**src/hw/rtl/ala_pkg.sv**
```systemverilog
// types and constants of the acceleration-limited approach block
package ala_pkg;

  localparam int PortW   = 32;  // position, velocity and target ports
  localparam int AccW    = 31;  // accelerations and speed limits
  localparam int ErrW    = 34;  // exact error and grown velocity
  localparam int PaddrW  = 3;
  localparam int RegIdxLsb = 2;
  localparam int PdataW  = 32;

  localparam logic [AccW-1:0] AccelRst = AccW'(256);

  typedef enum logic {
    RegAccelPos = 1'b0,
    RegAccelNeg = 1'b1
  } ala_reg_e;

  typedef struct packed {
    logic [AccW-1:0] accel_pos;
    logic [AccW-1:0] accel_neg;
  } ala_cfg_t;

  typedef struct packed {
    logic signed [PortW-1:0] target;
    logic [AccW-1:0]         max_up;
    logic [AccW-1:0]         max_down;
    logic                    snap;
  } ala_item_t;

endpackage

```
**src/hw/rtl/ala_cfg_regs.sv**
```systemverilog
// apb register file holding the two acceleration settings
module ala_cfg_regs (
  input  logic                       clk_i,
  input  logic                       rst_ni,
  input  logic                       psel,
  input  logic                       penable,
  input  logic                       pwrite,
  input  logic [ala_pkg::PaddrW-1:0] paddr,
  input  logic [ala_pkg::PdataW-1:0] pwdata,
  output logic [ala_pkg::PdataW-1:0] prdata,
  output logic                       pready,
  output ala_pkg::ala_cfg_t          cfg_o
);
  import ala_pkg::*;

  logic [AccW-1:0] accel_pos_q, accel_neg_q;
  logic            wr_en;
  ala_reg_e        reg_sel;

  assign pready  = 1'b1;
  assign wr_en   = psel && penable && pwrite && pready;
  assign reg_sel = ala_reg_e'(paddr[RegIdxLsb]);

  always_ff @(posedge clk_i or negedge rst_ni) begin
    if (!rst_ni) begin
      accel_pos_q <= AccelRst;
      accel_neg_q <= AccelRst;
    end else if (wr_en) begin
      unique case (reg_sel)
        RegAccelPos: accel_pos_q <= pwdata[AccW-1:0];
        RegAccelNeg: accel_neg_q <= pwdata[AccW-1:0];
        default: ;
      endcase
    end
  end

  always_comb begin
    unique case (reg_sel)
      RegAccelPos: prdata = PdataW'(accel_pos_q);
      RegAccelNeg: prdata = PdataW'(accel_neg_q);
      default:     prdata = '0;
    endcase
  end

  assign cfg_o.accel_pos = accel_pos_q;
  assign cfg_o.accel_neg = accel_neg_q;

endmodule

```
**src/hw/rtl/ala_step.sv**
```systemverilog
// one tick of the follower: new velocity and position from state and item
module ala_step #(
  parameter int StateW = 32
) (
  input  ala_pkg::ala_item_t         item_i,
  input  ala_pkg::ala_cfg_t          cfg_i,
  input  logic signed [StateW-1:0]   pos_i,
  input  logic signed [StateW-1:0]   vel_i,
  output logic signed [StateW-1:0]   pos_o,
  output logic signed [StateW-1:0]   vel_o,
  output logic                       arrived_o
);
  import ala_pkg::*;

  localparam longint HiL = (longint'(1) << (StateW - 1)) - 1;
  localparam logic signed [ErrW-1:0] Hi = ErrW'(HiL);
  localparam logic signed [ErrW-1:0] Lo = ErrW'(-HiL - 1);

  function automatic logic signed [StateW-1:0] sat_st(input logic signed [ErrW-1:0] x);
    logic signed [StateW-1:0] r;
    if (x > Hi)      r = Hi[StateW-1:0];
    else if (x < Lo) r = Lo[StateW-1:0];
    else             r = x[StateW-1:0];
    return r;
  endfunction

  logic signed [ErrW-1:0] tgt, pos_x, vel_x, err;
  logic signed [ErrW-1:0] acc_p, acc_n, lim_up, lim_dn;
  logic signed [ErrW-1:0] grown_up, grown_dn, v, sum;
  logic signed [StateW-1:0] vel_sm;

  assign tgt    = ErrW'(item_i.target);
  assign pos_x  = ErrW'(pos_i);
  assign vel_x  = ErrW'(vel_i);
  assign acc_p  = $signed(ErrW'(cfg_i.accel_pos));
  assign acc_n  = $signed(ErrW'(cfg_i.accel_neg));
  assign lim_up = $signed(ErrW'(item_i.max_up));
  assign lim_dn = -$signed(ErrW'(item_i.max_down));

  assign err      = tgt - pos_x;
  assign grown_up = vel_x + acc_p;
  assign grown_dn = vel_x - acc_n;

  always_comb begin
    priority if (err > 0 && vel_x >= 0) begin
      // landing exactly on target wins over the speed limit
      if (grown_up > err)         v = err;
      else if (grown_up > lim_up) v = lim_up;
      else                        v = grown_up;
    end else if (err < 0 && vel_x <= 0) begin
      if (grown_dn < err)         v = err;
      else if (grown_dn < lim_dn) v = lim_dn;
      else                        v = grown_dn;
    end else begin
      v = '0;
    end
  end

  assign vel_sm = sat_st(v);
  assign sum    = pos_x + ErrW'(vel_sm);

  always_comb begin
    if (item_i.snap) begin
      pos_o = sat_st(tgt);
      vel_o = vel_i;
    end else begin
      pos_o = sat_st(sum);
      vel_o = vel_sm;
    end
  end

  assign arrived_o = (ErrW'(pos_o) == tgt);

endmodule

```
**src/hw/rtl/accel_limited_approach_core.sv**
```systemverilog
// top level of the acceleration-limited approach block
// One item per clock cycle, sustained while the output side does not
// stall. An accepted beat is held in an input register, one tick of the
// follower runs between it and the result register, which loads when the
// output side does not stall. Position and velocity state are updated in
// the same cycle as the result register, so consecutive beats see each
// other's state with no bubble. State is DATA_WIDTH bits wide (at most 32).
// The two accelerations sit behind an apb port at byte addresses 0 and 4 and
// reset to 256; write them only while no beat is in flight.
module accel_limited_approach_core #(
  parameter int DATA_WIDTH = 32
) (
  input  logic                       clk_i,
  input  logic                       rst_ni,
  input  logic                       in_valid_i,
  output logic                       in_stall_o,
  input  logic signed [ala_pkg::PortW-1:0] target_i,
  input  logic [ala_pkg::AccW-1:0]   max_up_i,
  input  logic [ala_pkg::AccW-1:0]   max_down_i,
  input  logic                       snap_i,
  output logic                       out_valid_o,
  input  logic                       out_stall_i,
  output logic signed [ala_pkg::PortW-1:0] position_o,
  output logic signed [ala_pkg::PortW-1:0] velocity_o,
  output logic                       arrived_o,
  input  logic                       psel,
  input  logic                       penable,
  input  logic                       pwrite,
  input  logic [ala_pkg::PaddrW-1:0] paddr,
  input  logic [ala_pkg::PdataW-1:0] pwdata,
  output logic [ala_pkg::PdataW-1:0] prdata,
  output logic                       pready
);
  import ala_pkg::*;

  localparam int StateW = (DATA_WIDTH > PortW) ? PortW : DATA_WIDTH;

  ala_cfg_t  cfg;
  ala_item_t item_q;
  logic      s1_valid_q, out_valid_q;
  logic      out_free, s1_adv, in_acc;
  logic signed [StateW-1:0] pos_q, vel_q, pos_d, vel_d;
  logic      arrived_d;
  logic signed [PortW-1:0] position_q, velocity_q;
  logic      arrived_q;

  ala_cfg_regs u_cfg (
    .clk_i   (clk_i),
    .rst_ni  (rst_ni),
    .psel    (psel),
    .penable (penable),
    .pwrite  (pwrite),
    .paddr   (paddr),
    .pwdata  (pwdata),
    .prdata  (prdata),
    .pready  (pready),
    .cfg_o   (cfg)
  );

  ala_step #(.StateW(StateW)) u_step (
    .item_i    (item_q),
    .cfg_i     (cfg),
    .pos_i     (pos_q),
    .vel_i     (vel_q),
    .pos_o     (pos_d),
    .vel_o     (vel_d),
    .arrived_o (arrived_d)
  );

  // result register can take a beat when empty or being drained
  assign out_free   = !out_valid_q || !out_stall_i;
  assign s1_adv     = s1_valid_q && out_free;
  assign in_stall_o = s1_valid_q && !out_free;
  assign in_acc     = in_valid_i && !in_stall_o;

  always_ff @(posedge clk_i or negedge rst_ni) begin
    if (!rst_ni) begin
      s1_valid_q  <= 1'b0;
      out_valid_q <= 1'b0;
      pos_q       <= '0;
      vel_q       <= '0;
    end else begin
      if (in_acc)        s1_valid_q <= 1'b1;
      else if (s1_adv)   s1_valid_q <= 1'b0;
      if (s1_adv)        out_valid_q <= 1'b1;
      else if (out_free) out_valid_q <= 1'b0;
      if (s1_adv) begin
        pos_q <= pos_d;
        vel_q <= vel_d;
      end
    end
  end

  always_ff @(posedge clk_i) begin
    if (in_acc) begin
      item_q.target   <= target_i;
      item_q.max_up   <= max_up_i;
      item_q.max_down <= max_down_i;
      item_q.snap     <= snap_i;
    end
    if (s1_adv) begin
      position_q <= PortW'(pos_d);
      velocity_q <= PortW'(vel_d);
      arrived_q  <= arrived_d;
    end
  end

  assign out_valid_o = out_valid_q;
  assign position_o  = position_q;
  assign velocity_o  = velocity_q;
  assign arrived_o   = arrived_q;

endmodule

```
**config.mk**
```make
export PLATFORM = sky130hd
export DESIGN_NAME = accel_limited_approach_core
export DESIGN_NICKNAME = d
export VERILOG_FILES = /design/src/hw/rtl/ala_pkg.sv /design/src/hw/rtl/ala_cfg_regs.sv /design/src/hw/rtl/ala_step.sv /design/src/hw/rtl/accel_limited_approach_core.sv
export SDC_FILE = /design/constraint.sdc
export NUM_CORES = 1
export LEC_CHECK = 0
export ABC_AREA = 1
export BUFFER_PORTS_ARGS = -buffer_cell sky130_fd_sc_hd__buf_2
export CORE_MARGIN = 2
export CORE_UTILIZATION = 57
export DETAILED_ROUTE_END_ITERATION = 10
export GPL_ROUTABILITY_DRIVEN = 0
export PLACE_DENSITY = 0.77
export SYNTH_ARGS = -nofsm -noshare
export SYNTH_HDL_FRONTEND = slang
export SYNTH_SLANG_ARGS = --single-unit
```
**constraint.sdc**
```tcl
create_clock -name clk_i -period 9.8 [get_ports clk_i]
set_input_delay 1.47 -clock clk_i [delete_from_list [all_inputs] [get_ports clk_i]]
set_output_delay 1.47 -clock clk_i [all_outputs]
set_load 0.01 [all_outputs]
```
==> results by group <==
Run status
  – Status: finished, final reports clean

Drt
  – Drt pass-1 iters: 8
  – Via-per-instance ratio: just under 6
  – Drt drc: 0
  – DR vias: around 24000
  – Post-DRT Antenna Nets: 0
  – Drt wl/cell: around 18 um
  – DRT iter0 DRCs: approximately 2600
  – DRT Wirelength: approximately 74000 um

Timing
  – Final Hold Viols: 0
  – Tmin final: roughly 9200 ps
  – Max Fclk: between 100 and 150 MHz
  – Normalized max-slew margin: between 20% and 30%
  – Worst-Margin Slew: 1130 ps
  – Fin Clk Skew: between 15 and 20 ps
  – Final Slew Violations: 0
  – Setup Viol. Count Final: 0
  – Crit share post-route: about 94%
  – Setup_tns: 0 ps

Layout
  – Fin cells: around 4000
  – Ant diodes: 0
  – Final instance area: 27200 um2
  – Synth-to-layout area growth: 12.4%
  – Nets: between 3000 and 4000
  – Share of post-route cells with drive strength above 1: roughly an eighth

Worst setup path
  – CP Launch Point: u_cfg.accel_pos_q[0]
  – Critical R2R Launch: u_cfg.accel_pos_q[0]
  – R2R cell count: 58
  – WP data required: 10160 ps
  – Critical Path Start Type: register
  – End point of the critical path: arrived_o
  – R2r setup slk: 630 ps
  – Critical Path Most Common Cell: nand2_1
  – WP data arrival: around 9500 ps
  – Critical path class: reg2reg
  – Slowest CP cell: dfrtp_1
  – Max incr delay on CP: around 450 ps
  – Critical Path Fanout Max: 38
  – FF-to-FF End: arrived_o
  – CP endpoint kind: register

Clocking
  – CTS Buf Count: 30
  – Clock-pin transition on the worst setup and hold timing paths: ~60 ps
  – Clock net sink count: 288
  – H-tree depth: 1
  – Clock Latency Late Sink: approximately 600 ps
  – Root Buffer: clkbuf_16
  – TritonCTS clock tree: built
  – Clock tree buffer depth: 3

Logic synthesis
  – Distinct cells, synth: 63
  – Syn nets: between 3000 and 4000
  – Post-Syn Instances: around 3300
  – Yosys warns: 0
  – Mapped Area: 24200 um2
  – Post-synth ARST share: 44.4%
  – Primary FF master, synth: edfxtp_1
  – Post-synth EDFFs: 160
  – Sequential element share of the synthesized area: between 30% and 40%
  – Synthesized area per cell: around 7.4 um2
  – Synth Register Bits: around 290

GRT
  – First-pass GRT wire length: about 120000 um
  – Vias in the first global route: about 23000
  – Initial antenna violation count: 0
  – Total track usage: between 30% and 40%
  – Largest net degree at the start of global routing: between 90 and 100
  – GRT overflow: 0

Floorplanning
  – Initial Utilization: between 50 and 60%
  – Die width: 210 um
  – Num rows: 75
  – Core area: about 42000 um2
  – Die H: approximately 210 um
  – Die area: ~44000 um2
  – Num ports: about 240

Placement
  – Number of port buffers: 231
  – DP Wirelength: just under 60000 um
  – Placed Instances: between 3000 and 4000
  – Placed cell areas: 26000 um2

Job
  – Max cap viols: 0

Worst hold path
  – Hold Path Class: reg2reg
==> area by class of cell <==
| class | instances | area [um2] |
|---|---|---|
| Timing Repair Buffer | 288 | 1610 |
| Sequential cell | 288 | 8010 |
| Tap cell | 539 | 674 |
| Inverter | 385 | 1450 |
| Clock buffer | 35 | 769 |
| Clock inverter | 21 | 262 |
| Fill cell | 3560 | 14800 |
| Multi-Input combinational cell | 2494 | 14400 |
==> cells in the final DEF (no fill, tap or decap), drive strengths merged, types with 31 or more instances in the layout <==
cell,n
edfxtp,160
clkbuf,35
xor2,105
ha,250
dfrtp,126
and2,31
nand2,850
a21oi,281
inv,383
xnor2,46
nand3,178
nand4,45
buf,288
nor3,32
o211ai,35
nor2,194
o21ai,316
==> synthesized netlist by cell type (all sizes together), types with 35 or more instances <==
master / n / area share (%)
nand2: 850 / 13
ha: 250 / 13
nor2: 194 / 3.1
o21ai: 316 / 6.6
nand4: 45 / 1.2
dfrtp: 126 / 13
inv: 381 / 5.9
clkbuf: 51 / 0.79
a21oi: 281 / 6.0
xor2: 105 / 3.9
xnor2: 46 / 1.7
edfxtp: 160 / 20
nand3: 178 / 3.8
o211ai: 35 / 1.1
==> metrics by stage <==
stage,utilization [%],setup slack [ps],hold WS [ps]
final,64.8,627,488
after detailed placement,62.1,274,473
after global routing,64.8,-15.1,503
after floorplan,-,2030,453
after global placement,62.1,530,466
after CTS,64.6,263,488
==> critical path, delay by kind of cell, from the launching register on <==
| kind | cells | cell delay (ps) |
|---|---|---|
| buffers and inverters | 9 | 1190 |
| AND/OR/NAND/NOR | 22 | 2130 |
| XOR/XNOR | 2 | 500 |
| flip-flops | 1 | 450 |
| adder cells (fa/ha/maj) | 5 | 1490 |
| AO/OA/AOI/OAI | 20 | 3180 |
==> routing by layer <==
layer,global-route usage [%],vias to the layer above,share of wire (%)
met2,54.6,1272,45
li1,-,11400,-
met5,0,-,0
met1,44.5,11000,41
met4,13.5,0,4.6
met3,4.38,224,9.8
==> worst min-delay path by stage <==
| stage | from | to | slack (ps) | cells after the start |
|---|---|---|---|---|
| 6_report | u_cfg.accel_neg_q[28] | u_cfg.accel_neg_q[28] | 490 | 2 |
| 2_1_floorplan | u_cfg.accel_neg_q[10] | u_cfg.accel_neg_q[10] | 450 | 2 |
| 3_5_place_dp | u_cfg.accel_neg_q[11] | u_cfg.accel_neg_q[11] | 470 | 2 |
| 5_1_grt | u_cfg.accel_neg_q[27] | u_cfg.accel_neg_q[27] | 500 | 2 |
| 3_3_place_gp | u_cfg.accel_neg_q[16] | u_cfg.accel_neg_q[16] | 470 | 2 |
| 4_1_cts | u_cfg.accel_neg_q[11] | u_cfg.accel_neg_q[11] | 490 | 2 |
==> flip-flops by register name, summed over array words and instances (netlist names) <==
register / flops
item_q: 95
pos_q: 32
position_o: 32
vel_q: 32
velocity_o: 32
u_cfg.accel_neg_q: 31
u_cfg.accel_pos_q: 31
arrived_o: 1
out_valid_o: 1
s1_valid_q: 1
==> kinds of logic after synthesis <==
family                   synth area share, %
AND/OR/NAND/NOR                         24.4
AO/OA/AOI/OAI                           15.9
XOR/XNOR                                5.60
flip-flops                              33.1
adder cells (fa/ha/maj)                 13.3
multiplexers                          0.0414
other                                 0.0311
buffers and inverters                   7.59
==> what timing repair did <==
action,CTS,global route
hold buffers,0,0
buffers inserted,0,4
hold endpoints to repair,0,0
setup endpoints to repair,0,63
resized for setup,0,16
Power is left out: the tool's default activity adds up to more than one toggle a clock period on the data nets, which glitch-free logic cannot reach.
